`src/hdl/adn_pkg.sv`:
```
// ----------------------------------------------------------------------------
// adn_pkg
// Shared types and constants for the approximate distance normalize core.
// ----------------------------------------------------------------------------
package adn_pkg;

    localparam int unsigned SCALE_W = 16;
    localparam int unsigned QUOT_W  = 16;
    localparam int unsigned DIR_W   = 17;
    localparam int unsigned LEN_W   = 32;

    localparam logic [SCALE_W-1:0] SCALE_RESET = 16'd1000;

    typedef struct packed {
        logic             neg_x;
        logic             neg_y;
        logic             zero;
        logic [LEN_W-1:0] len;
    } t_meta;

endpackage

```
`src/hdl/adn_div_lane.sv`:
```
// ----------------------------------------------------------------------------
// adn_div_lane
// Pipelined restoring divider, one quotient bit per stage.
// ----------------------------------------------------------------------------
module adn_div_lane #(
    parameter int COORD_WIDTH = 32
) (
    input  logic                                    i_clk,
    input  logic                                    i_en,
    input  logic [COORD_WIDTH+adn_pkg::SCALE_W-1:0] i_num,
    input  logic [COORD_WIDTH:0]                    i_den,
    output logic [adn_pkg::QUOT_W-1:0]              o_quot
);
    localparam int NW = COORD_WIDTH + adn_pkg::SCALE_W;
    localparam int DW = COORD_WIDTH + 1;
    localparam int QW = adn_pkg::QUOT_W;

    logic [NW-1:0] r_rem [1:QW];
    logic [DW-1:0] r_den [1:QW];
    logic [QW-1:0] r_q   [1:QW];

    for (genvar k = 0; k < QW; k++) begin : g_stage
        logic [NW-1:0] rem_in;
        logic [DW-1:0] den_in;
        logic [QW-1:0] q_in;
        logic [NW-1:0] n_sub;
        logic          n_ge;
        if (k == 0) begin : g_head
            assign rem_in = i_num;
            assign den_in = i_den;
            assign q_in   = '0;
        end else begin : g_body
            assign rem_in = r_rem[k];
            assign den_in = r_den[k];
            assign q_in   = r_q[k];
        end
        always_comb begin
            n_sub = NW'(den_in) << (QW-1-k);
            n_ge  = (rem_in >= n_sub);
        end
        always_ff @(posedge i_clk) begin
            if (i_en) begin
                r_rem[k+1] <= n_ge ? (rem_in - n_sub) : rem_in;
                r_den[k+1] <= den_in;
                r_q[k+1]   <= q_in | (QW'(n_ge) << (QW-1-k));
            end
        end
    end

    assign o_quot = r_q[QW];
endmodule

```
`config.mk`:
```
export PLATFORM = sky130hd
export DESIGN_NAME = adn_div_lane
export DESIGN_NICKNAME = d
export VERILOG_FILES = /design/src/hdl/adn_pkg.sv /design/src/hdl/adn_div_lane.sv
export SDC_FILE = /design/constraint.sdc
export NUM_CORES = 2
export LEC_CHECK = 0
export BUFFER_PORTS_ARGS = -buffer_cell sky130_fd_sc_hd__buf_4
export CAP_MARGIN = 25
export CORE_ASPECT_RATIO = 1.1
export CORE_MARGIN = 5
export CORE_UTILIZATION = 50
export DETAILED_ROUTE_END_ITERATION = 6
export PLACE_DENSITY = 0.68
export SLEW_MARGIN = 10
export SYNTH_ARGS = -nofsm -noshare
export SYNTH_HDL_FRONTEND = slang
export SYNTH_SLANG_ARGS = --single-unit
```
`constraint.sdc`:
```
create_clock -name i_clk -period 3.9 [get_ports i_clk]
set_clock_uncertainty 0.05 [all_clocks]
set_input_delay 0.585 -clock i_clk [delete_from_list [all_inputs] [get_ports i_clk]]
set_output_delay 0.585 -clock i_clk [all_outputs]
set_load 0.02 [all_outputs]
```
Word level (Yosys, flattened, before mapping)
Memories as Yosys holds them, arrays and structs flattened.
Cells that the tools add are included.

word-level totals
  latch bits = 0
  memories kept = 3
  logic and storage cells = 68
  RAM bits = 1552
  output and inout port bits = 16
  register bits = 0
  ROM bits = 0

memory list
  memory  depth  width  read ports  clocked after Yosys merged registers in  wr ports  RTL line            text
  r_rem   16     48     15          0                                        16        adn_div_lane.sv:18  logic [NW-1:0] r_rem [1:QW];
  r_den   16     33     15          0                                        16        adn_div_lane.sv:19  logic [DW-1:0] r_den [1:QW];
  r_q     16     16     16          0                                        16        adn_div_lane.sv:20  logic [QW-1:0] r_q [1:QW];

cells by class
  equality and inequality tests = 0
  magnitude comparators = 16
  add/sub/neg operators = 16
  mux-type cells = 18
  div/mod/pow operators = 0
  bitwise gates (word level) = 15
  multipliers = 0
  reduce and logical (&&, ||, !) cells = 0
  shift operators = 0

operators with widths
  kind                                              number
  48-bit two-way mux                                16
  48-bit by 33-bit >= comparator with 1-bit output  1
  48-bit by 34-bit >= comparator with 1-bit output  1
  48-bit by 35-bit >= comparator with 1-bit output  1
  48-bit by 36-bit >= comparator with 1-bit output  1
  48-bit by 37-bit >= comparator with 1-bit output  1
  48-bit by 38-bit >= comparator with 1-bit output  1
  48-bit by 39-bit >= comparator with 1-bit output  1
  48-bit by 40-bit >= comparator with 1-bit output  1
  48-bit by 41-bit >= comparator with 1-bit output  1
  48-bit by 42-bit >= comparator with 1-bit output  1
  48-bit by 43-bit >= comparator with 1-bit output  1
  48-bit by 44-bit >= comparator with 1-bit output  1
  48-bit by 45-bit >= comparator with 1-bit output  1
  48-bit by 46-bit >= comparator with 1-bit output  1
  48-bit by 47-bit >= comparator with 1-bit output  1
  48-bit >= comparator                              1
  48-bit by 33-bit subtractor with 48-bit output    1
  48-bit by 34-bit subtractor with 48-bit output    1
  48-bit by 35-bit subtractor with 48-bit output    1
  48-bit by 36-bit subtractor with 48-bit output    1
  48-bit by 37-bit subtractor with 48-bit output    1
  48-bit by 38-bit subtractor with 48-bit output    1
  48-bit by 39-bit subtractor with 48-bit output    1
  25 further kinds                                  26

Longest topological paths before layout
An unclocked memory read counts as a cell.

  word-level depth = 3
  depth in mapped cells = 16
  gate-level depth less buffers = 14

Worst setup path after synthesis
Ideal clock, no wire load.

  kind = reg-to-reg
  start point = reg r_rem[0][297] (netlist name)
  end point = reg r_rem[0][381] (netlist name)
  setup slack = 245 ps
  clock period less this slack = 3655 ps
  buffers on the path = 0
  data required time = 3592 ps
  data arrival time = 3347 ps
  library setup time = 258 ps
  cell stages (with the launch flop) = 15
  path through = edfxtp_1 -> inv_1 -> ha_1 -> inv_1 -> fa_1 -> a21o_1 -> a221oi_1 -> o21bai_1 -> o31ai_1 -> o41a_1 -> a21oi_1 -> a2111oi_0 -> nor2_1 -> a221o_1 -> xnor2_1

==> metrics.cfg <==
[cells_and_area]
final_common_cell = edfxtp_1
fillers = 12650
final_cells = 9889
fin_area_sq_mm = 0.08956
diodes = 0
area_growth_pct = 16.29
final_cell_mix = edfxtp_1 (1351), inv_1 (655), nand2_1 (636)
drive_gt1_share_pct = 12.05
nNetsFinal = 8329

[grt]
grt_pass1_vias = 56790
antenna_found_initial = 0
grt_first_pass_wirelength_microns = 282900
grt_max_degree = 115
gr-total-overflow = 0
grt_usage_pct = 21.75

[pwr]
p_seq_share_pct = 34.8
intPower_mw = 42.30
net-switching-power_mw = 23.92
combinationalPowerShare_pct = 43.5
p_clk_share_pct = 21.8
total_power_mw = 66.22
netSwitchingFraction_pct = 36.12
power.leakage_nw = 36.47
peakVddDrop_mv = 0.4777
power-per-cell-area_mw_per_mm2 = 739.4

[synth]
ys_seq_elements = 1351
synthDistinctLibCells = 88
ys_seq_area_share_pct = 52.67
syn-num-nets = 7748
syn_area_sq_mm = 0.07702
synth_cells = 7122
synth-main-ff-cell = edfxtp_1
async_reset_ff_share_pct = 0
synth_edf_count = 1351
syn_avg_cell_area_sq_um = 10.81
ys_warn_count = 0

[timing]
clock.fmax_ghz = 0.2609
relSlewSlack_pct = 33.28
setup_viol = 0
layout_setup_ws_ns = 0.06777
period_share_pct = 98.26
fin_tns_setup_ns = 0
period_needed_ns = 3.832
hold_viol_final = 0
tightest_slew_ns = 0.9868
slew_violations = 0

[die]
die_x_microns = 384.2
dieArea_sq_mm = 0.1620
rows = 151
start_util_pct = 50.14
core-area_sq_mm = 0.1536
die_h_microns = 421.6
io_pins = 99

[clock_tree]
htree_levels = 4
cts_buffers = 151
cts.clk_slew.worst_paths_ns = 0.06
cts.path.max_buffers = 3
clock_sinks = 1351
cts_tree = done
clk_latency_ns = 0.81
clockRootBuffer = clkbuf_16

[min_path]
hold_path.class = input port to register

[placed_design]
dp_hpwl_microns = 138100
gp_congestion = 0.9463
postPlaceCellArea_sq_mm = 0.08329
portBuffers = 98
dp.cells = 9523
place_ws_ns = -1.047

[critical_path]
crit_fanout = 3
cp_slowest_cell = a211oi_1
cp_common_cell = o21ai_0
cpPeakStageDelay_ns = 0.53
required_ns = 4.39
crit_arrival_ns = 4.32
cp.buffers_inverters = 0
worstSetupStartpointType = register
cp_cell_sequence = ha_1 > nor2b_1 > o31a_1 > o21ai_0 > a21oi_1 > o2111ai_1 > o21ai_0 > a211oi_1 > o21ai_0 > xnor2_1 > o21ai_0
cp-end-kind = register
crit_type = register to register
critical_path.top_delay_family = compound AO/OA/AOI/OAI gates

[flow_run]
max-cap-violations = 0

[drt]
route.detailed.drc = 0
drtIter0Drc = 2261
wl_per_cell_microns = 18.00
routed_wl_microns = 178000
antenna_left = 0
viasPerCell = 5.528
vias = 54670
dr.pass1.iters = 6

[outcome]
status = complete, no violations

[power groups by stage]
stage / Combinational (mW) / Sequential, mW / Clock (mW)
floorplan: 19.9 / 22.6 / 0
global placement: 27.8 / 23.2 / 0
detailed placement: 28.2 / 23.3 / 0
CTS: 28.5 / 23.0 / 14.8
global route: 31.8 / 23.4 / 15.4
finish: 28.8 / 23.0 / 14.4
[state kept, by name (all words and copies together), names as in the netlist]
register,cells
r_den,495
r_q,136
r_rem,720
[logic make-up (layout without fill, tap and decap cells)]
family	after synthesis	count (layout)	share of synthesized area [%]
xor gates and xnor gates	524	524	5.959
DFF	1351	1351	52.67
buffers and inverters	858	1559	4.216
AOI/OAI and AO/OA	2004	2005	16.23
muxes	75	75	1.087
adders and majority gates	543	543	8.967
and+or+nand+nor	1767	1767	10.87
[through the flow]
| stage | hold slack [ns] | util, % |
|---|---|---|
| floorplan | 0.3503 | - |
| CTS | 0.1840 | 58.14 |
| global placement | 0.3505 | 54.23 |
| detailed placement | 0.3545 | 54.23 |
| finish | 0.2464 | 58.31 |
| global route | 0.2205 | 58.31 |
[path summary, 6_finish.rpt]
check / end / slack [ns] / cells after the start / from
setup reg to reg: r_rem[0][231] / 0.07 / 11 / r_rem[0][157]
hold reg to reg: r_q[0][108] / 0.36 / 0 / r_q[0][92]
setup / recovery: r_rem[0][231] / 0.07 / 11 / r_rem[0][157]
hold / removal: r_rem[0][723] / 0.25 / 1 / i_en
[what timing repair did]
action / CTS / global route
cloned: 1 / 0
buffers inserted: 1 / 9
hold buffers: 81 / 0
endpoints found under the setup margin: 95 / 102
gates resized for setup: 22 / 47
hold endpoints to repair: 81 / 0
pin swaps: 7 / 20
[area by class of cell]
cell class	instances	area [sq um]	area share [%]
inverters	657	2466	2.753
multi-input cells	4914	33660	37.58
clock buffers	183	3899	4.353
clock inverters	91	1174	1.310
flip-flops and latches	1351	40570	45.30
repair buffers	628	5216	5.824
well taps	2065	2584	2.885
[routing by layer]
layer	global-route usage, %	share of wire (%)
met1	19.75	34
met2	43.88	56
met3	2.785	2.9
met4	14.42	7.3
met5	0	0
[Yosys cell counts (58+ instances only)]
cell type / instances / share of area (%)
nand4_1: 106 / 0.86
edfxtp_1: 1351 / 53
o21ai_0: 536 / 3.5
nand2_1: 637 / 3.1
clkbuf_1: 159 / 0.77
xor2_1: 241 / 2.7
ha_1: 528 / 8.6
mux2_2: 69 / 1.0
nor3_1: 102 / 0.66
nor4_1: 61 / 0.50
xnor2_1: 283 / 3.2
o21bai_1: 68 / 0.66
inv_1: 655 / 3.2
nor2_1: 417 / 2.0
a21oi_1: 586 / 3.8
nor2b_1: 58 / 0.47
nand2b_1: 69 / 0.56
a21o_1: 338 / 3.3
nand3_1: 105 / 0.68
[worst register-to-register path, delay by kind of cell (launching register included)]
| kind | cells | cell delay (ns) |
|---|---|---|
| compound gates | 8 | 2.41 |
| flops | 1 | 0.44 |
| fa+ha+maj | 1 | 0.35 |
| simple gates | 1 | 0.16 |
| xor+xnor | 1 | 0.16 |
Power figures use the tool's default switching activity.
