$ cat src/hdl/adn_pkg.sv
// ----------------------------------------------------------------------------
// adn_pkg
// Shared types and constants for the approximate distance normalize core.
// ----------------------------------------------------------------------------
package adn_pkg;

    localparam int unsigned SCALE_W = 16;
    localparam int unsigned QUOT_W  = 16;
    localparam int unsigned DIR_W   = 17;
    localparam int unsigned LEN_W   = 32;

    localparam logic [SCALE_W-1:0] SCALE_RESET = 16'd1000;

    typedef struct packed {
        logic             neg_x;
        logic             neg_y;
        logic             zero;
        logic [LEN_W-1:0] len;
    } t_meta;

endpackage

$ cat src/hdl/adn_prep.sv
// ----------------------------------------------------------------------------
// adn_prep
// Front end: magnitudes, octagonal length, divisor and scaled dividends.
// ----------------------------------------------------------------------------
module adn_prep #(
    parameter int COORD_WIDTH = 32
) (
    input  logic                                  i_clk,
    input  logic                                  i_en,
    input  logic [COORD_WIDTH-1:0]                i_x,
    input  logic [COORD_WIDTH-1:0]                i_y,
    input  logic [adn_pkg::SCALE_W-1:0]           i_scale,
    output logic [COORD_WIDTH+adn_pkg::SCALE_W-1:0] o_num_x,
    output logic [COORD_WIDTH+adn_pkg::SCALE_W-1:0] o_num_y,
    output logic [COORD_WIDTH:0]                  o_den,
    output adn_pkg::t_meta                        o_meta
);
    localparam int W  = COORD_WIDTH;
    localparam int NW = COORD_WIDTH + adn_pkg::SCALE_W;

    logic [W-1:0]  r_ax, r_ay, n_ax, n_ay, r_m, n_m;
    logic          r_nx, r_ny;
    logic [W:0]    n_len;
    logic [NW-1:0] r_num_x, r_num_y;
    logic [W:0]    r_den;
    adn_pkg::t_meta r_meta;

    always_comb begin
        n_ax = i_x[W-1] ? (~i_x + 1'b1) : i_x;
        n_ay = i_y[W-1] ? (~i_y + 1'b1) : i_y;
        n_m  = (n_ax < n_ay) ? n_ax : n_ay;
    end

    always_comb begin
        n_len = {1'b0, r_ax} + {1'b0, r_ay} - {2'b0, r_m[W-1:1]}
              - {3'b0, r_m[W-1:2]} + {5'b0, r_m[W-1:4]};
    end

    always_ff @(posedge i_clk) begin
        if (i_en) begin
            r_ax <= n_ax;
            r_ay <= n_ay;
            r_m  <= n_m;
            r_nx <= i_x[W-1];
            r_ny <= i_y[W-1];
            r_num_x     <= NW'(r_ax) * NW'(i_scale);
            r_num_y     <= NW'(r_ay) * NW'(i_scale);
            r_den       <= (n_len == '0) ? (W+1)'(1) : n_len;
            r_meta.neg_x <= r_nx;
            r_meta.neg_y <= r_ny;
            r_meta.zero  <= (n_len == '0);
            r_meta.len   <= adn_pkg::LEN_W'(n_len);
        end
    end

    assign o_num_x = r_num_x;
    assign o_num_y = r_num_y;
    assign o_den   = r_den;
    assign o_meta  = r_meta;
endmodule

$ cat config.mk
export PLATFORM = sky130hd
export DESIGN_NAME = adn_prep
export DESIGN_NICKNAME = d
export VERILOG_FILES = /design/src/hdl/adn_pkg.sv /design/src/hdl/adn_prep.sv
export SDC_FILE = /design/constraint.sdc
export NUM_CORES = 2
export LEC_CHECK = 0
export BUFFER_PORTS_ARGS = -buffer_cell sky130_fd_sc_hd__buf_2
export CAP_MARGIN = 5
export CORE_UTILIZATION = 45
export DETAILED_ROUTE_END_ITERATION = 10
export RECOVER_POWER = 50
export SYNTH_ARGS = -nofsm -noshare
export SYNTH_HDL_FRONTEND = slang
export SYNTH_SLANG_ARGS = --single-unit
$ cat constraint.sdc
create_clock -name i_clk -period 10.1 [get_ports i_clk]
set_input_delay 2.02 -clock i_clk [delete_from_list [all_inputs] [get_ports i_clk]]
set_output_delay 2.02 -clock i_clk [all_outputs]
set_load 0.02 [all_outputs]
# [Yosys cells after proc, flatten, opt, wreduce, memory -nomap -nowiden]
# Cells that the tools add are included.
[totals] ff_bits=262 input_bits=82 output_inout_bits=164 word_cells=27
[op_classes] add_sub_neg=6 mul=2 magnitude_cmp=1 n_mux=3 bitwise_logic=2 reduce_logical=1
[op_table] op="32-bit by 16-bit multiplier with 48-bit output" n=2
[op_table] op="32-bit two-way mux" n=3
[op_table] op="32-bit by 1-bit adder with 32-bit output (second input constant)" n=2
[op_table] op="32-bit inverter" n=2
[op_table] op="32-bit by 32-bit adder with 33-bit output" n=1
[op_table] op="33-bit by 28-bit adder with 33-bit output" n=1
[op_table] op="33-bit logical NOT" n=1
[op_table] op="33-bit by 30-bit subtractor with 33-bit output" n=1
[op_table] op="33-bit by 31-bit subtractor with 33-bit output" n=1
[op_table] op="32-bit < comparator" n=1

# [Longest topological paths before layout]
[depth] depth_word=5 ltp_mapped=25 mapped_depth_nobuf=23

# [Worst setup path before layout]
# No wires, ideal clock.
[synth_timing] path_kind="input to register" startpoint="input port i_scale[1] in the netlist's numbering" endpoint="register r_num_y[41], in the netlist o_num_y[41] (data pin)" setup_ns=0.137 t_arrival_ns=8.259 required_ns=9.963 slack_ns=1.704 cell_stages=23 n_path_buf=3 path_cell_list="clkbuf_1 -> clkbuf_1 -> nand2_1 -> fa_1 -> fa_1 -> fa_1 -> inv_1 -> fa_1 -> fa_1 -> inv_1 -> fa_1 -> inv_1 -> ha_1 -> clkbuf_1 -> and3_1 -> and3_1 -> o21ai_0 -> a21oi_1 -> a2111oi_0 -> o41ai_1 -> a221oi_1 -> or4b_2 -> nand4_1"
[synth_via] elab_chain_len=1
[synth_rtl] element="from (decl)" line_no="adn_prep.sv:12" source="input logic [adn_pkg::SCALE_W-1:0] i_scale,"
[synth_rtl] element="32-bit by 16-bit multiplier with 48-bit output" line_no="adn_prep.sv:47" source="r_num_y <= NW'(r_ay) * NW'(i_scale);"
[synth_rtl] element="to (signal assigned)" line_no="adn_prep.sv:47"
[synth_rtl] element="to (decl)" line_no="adn_prep.sv:24" source="logic [NW-1:0] r_num_x, r_num_y;"
# No other way between the ends.
# A chain may end at the register's enable or synchronous reset.

# [Worst setup path in the final report]
[layout_timing] startpoint="input port i_scale[7] in the netlist's numbering" endpoint="register r_num_y[41], in the netlist o_num_y[41] (data pin)"
# The elaborated chain is that of the path after synthesis.

==> flow_summary.toml <==
[outcome]
status = "complete, but fails checks"
failed_checks = "capacitance limit, slew limit"

[die]
fp.dieW_um = 325
die_area_sq_um = 105000
initial_core_util_pct = 45.7
fp-row-count = 117
ios = 246
core-area_sq_um = 102000
die_y_um = 325

[final_layout]
most-common-layout-cells = "inv_1, fa_1, nand2_1, and2_1, ha_1"
final_common_cell = "inv_1"
nets = 6244
instances_no_fill = 6316
fill_cells = 9819
drive_gt1_share_pct = 5.46
n_antenna_cell = 0
syn2layout_area_growth_pct = 7.27

[run]
cap_viol_max_count = 7

[timing]
tightest_slew_ns = 4.15
clock.fmax_ghz = 0.107
fin_crit_ns = 9.35
finalSetupTns_ns = 0
period_share_pct = 92.6
setup_violations = 0
skew_ns = 0.0154
finalHoldViolCount = 0
rsz0062_at_grt = "no"
slew_headroom_pct = -176
report.final.slew_viol_count = 327

[routing]
drt-total-wl_mm = 121
drc = 0
drtIter0Drc = 2038
drtAntennaViolNets = 0
dr.pass1.iters = 6
wl_per_cell_um = 19.1
routed-via-count = 33300
vias_per_cell = 5.27

[yosys]
synth-edff-count = 261
synth_area_leader_cell = "fa_1"
synthArstFlopShare_pct = 0
synth_fp_nets = 6129
yosysTopAreaCellShare_pct = 39.6
syn_area_sq_um = 46800
synth_area_leaders = "fa_1, edfxtp_1, ha_1"
synth_seq_cells = 261
yosys_warnings = 0
synthDistinctLibCells = 78
yosysSeqAreaShare_pct = 16.7
synthCells = 4811
ys.flop_type = "edfxtp_1"
syn_avg_cell_area_sq_um = 9.73

[clock_tree]
ctsHoldBuffers = 0
cts_sinks = 261
clockBufferDepth = 3
cts-root-buf = "clkbuf_16"
cts_tree = "built"
numCtsBuffers = 31
htreeDepth = 1
cts.repair.resized = 0
path_clk_slew_ns = 0.06
clk_latency_ns = 0.64
cts_setup_buffers = 0

[min_path]
hp-start = "r_ny"
hold_class = "reg -> reg"

[critical_path]
reg2reg_slack_ns = 1.77
crit_slowest_cell = "o41ai_1"
worstPathMaxFanout = 33
reg2reg_depth = 22
critPathRequiredTime_ns = 10.59
crit_path_end_kind = "flip-flop"
crit_path_cell_trace = "buf_2, nand2_1, fa_1, inv_1, fa_1, fa_1, fa_1, fa_1, inv_1, fa_1, inv_1, ha_1, and3_1, and3_1, o21ai_0, a21oi_1, a2111oi_0, buf_4, o41ai_1, a221oi_1, or4b_2, nand4_1"
crit_path_max_incr_delay_ns = 0.76
startpoint = "i_scale[7]"
r2r-start = "r_ay[15]"
crit_path_frequent_cell = "fa_1"
arrival_ns = 9.84
reg2reg_to = "o_num_y[41]"
criticalPathCategory = "in -> reg"
crit_path_end = "o_num_y[41]"
startpoint_type = "input port"

[placed_design]
dp_cells = 6261
hpwl_mm = 96.9
gp_congestion = 0.906
io_buffers = 245

[global_routing]
antenna_found_initial = 3
grt_use_total_pct = 23.5
grt_start_max_net_pins = 75
grt-ovfl-total = 0
grt_pass1_wl_mm = 195
grt_pass1_vias = 35300
-- per-stage QoR --
| step | setup WS (ns) | hold WS [ns] | cell area (sq um) | utilization [%] |
|---|---|---|---|---|
| after floorplan | 1.70 | 0.400 | 46800 | - |
| after global placement | 0.372 | 0.403 | 49400 | 48.2 |
| after detailed placement | 0.320 | 0.415 | 49400 | 48.2 |
| after CTS | 0.981 | 0.428 | 50400 | 49.2 |
| after global routing | 0.577 | 0.435 | 50200 | 49.0 |
| final | 0.752 | 0.431 | 50200 | 49.0 |
-- cell families after synthesis --
| family | Yosys count | share of synthesized area [%] |
|---|---|---|
| DFF | 261 | 16.7 |
| and+or+nand+nor | 1424 | 14.8 |
| adders and majority gates | 1236 | 47.9 |
| xor gates and xnor gates | 178 | 3.33 |
| AOI/OAI and AO/OA | 472 | 6.71 |
| buffers and inverters | 1207 | 9.71 |
| muxes | 33 | 0.783 |
-- area by class of cell --
cell class / instances / area (sq um) / share of cell area [%]
Multi-Input combinational cell: 3343 / 34400 / 68.6
Sequential cell: 261 / 7840 / 15.6
Inverter: 985 / 3700 / 7.36
Tap cell: 1368 / 1710 / 3.41
Timing Repair Buffer: 304 / 1510 / 3.00
Clock buffer: 36 / 795 / 1.58
Clock inverter: 19 / 225 / 0.448
-- routing by layer --
metal / GRT usage, % / share of wire [%] / vias up
li1: - / - / 15100
met1: 30.3 / 41 / 17300
met2: 40.9 / 50 / 834
met3: 3.22 / 5.4 / 159
met4: 7.10 / 3.3 / 2
met5: 0 / 0.0074 / -
-- worst min-delay path by stage --
stage | end | slack (ns) | depth (start not counted)
floorplan | o_meta[33] | 0.40 | 0
global placement | o_meta[33] | 0.40 | 0
detailed placement | o_meta[34] | 0.42 | 0
CTS | o_meta[33] | 0.43 | 0
global route | o_meta[34] | 0.43 | 0
finish | o_meta[33] | 0.43 | 0
-- flip-flops by register name, indices dropped and copies added, names as in the netlist --
| signal | count |
|---|---|
| r_m | 31 |
| r_ay | 32 |
| o_den | 33 |
| o_meta | 35 |
| r_ax | 32 |
| r_nx | 1 |
| r_ny | 1 |
| o_num_y | 48 |
| o_num_x | 48 |
-- synth_stat cells, drive strengths merged (9+ instances only) --
| cell | n |
|---|---|
| inv | 985 |
| fa | 926 |
| nand2 | 698 |
| and2 | 439 |
| ha | 310 |
| edfxtp | 261 |
| clkbuf | 215 |
| a21oi | 120 |
| xnor2 | 114 |
| o21ai | 93 |
| nor2 | 81 |
| a21o | 71 |
| xor2 | 64 |
| nor3 | 43 |
| nand3 | 39 |
| mux2 | 29 |
| o31ai | 28 |
| a211oi | 20 |
| nand4 | 20 |
| or3 | 20 |
| nand2b | 19 |
| o21bai | 19 |
| o21a | 18 |
| and3 | 16 |
| o211ai | 14 |
| o41ai | 12 |
| or4 | 12 |
| a221oi | 9 |
| nor2b | 9 |
-- worst max-delay path: cells and delay by family --
kind            cells  cell delay [ns]
fa+ha+maj           7             3.52
simple gates        5             1.53
compound gates      5             1.81
buf+inv             5             0.92
Power is left out: the tool's default activity adds up to more than one toggle a clock period on the data nets, which glitch-free logic cannot reach.
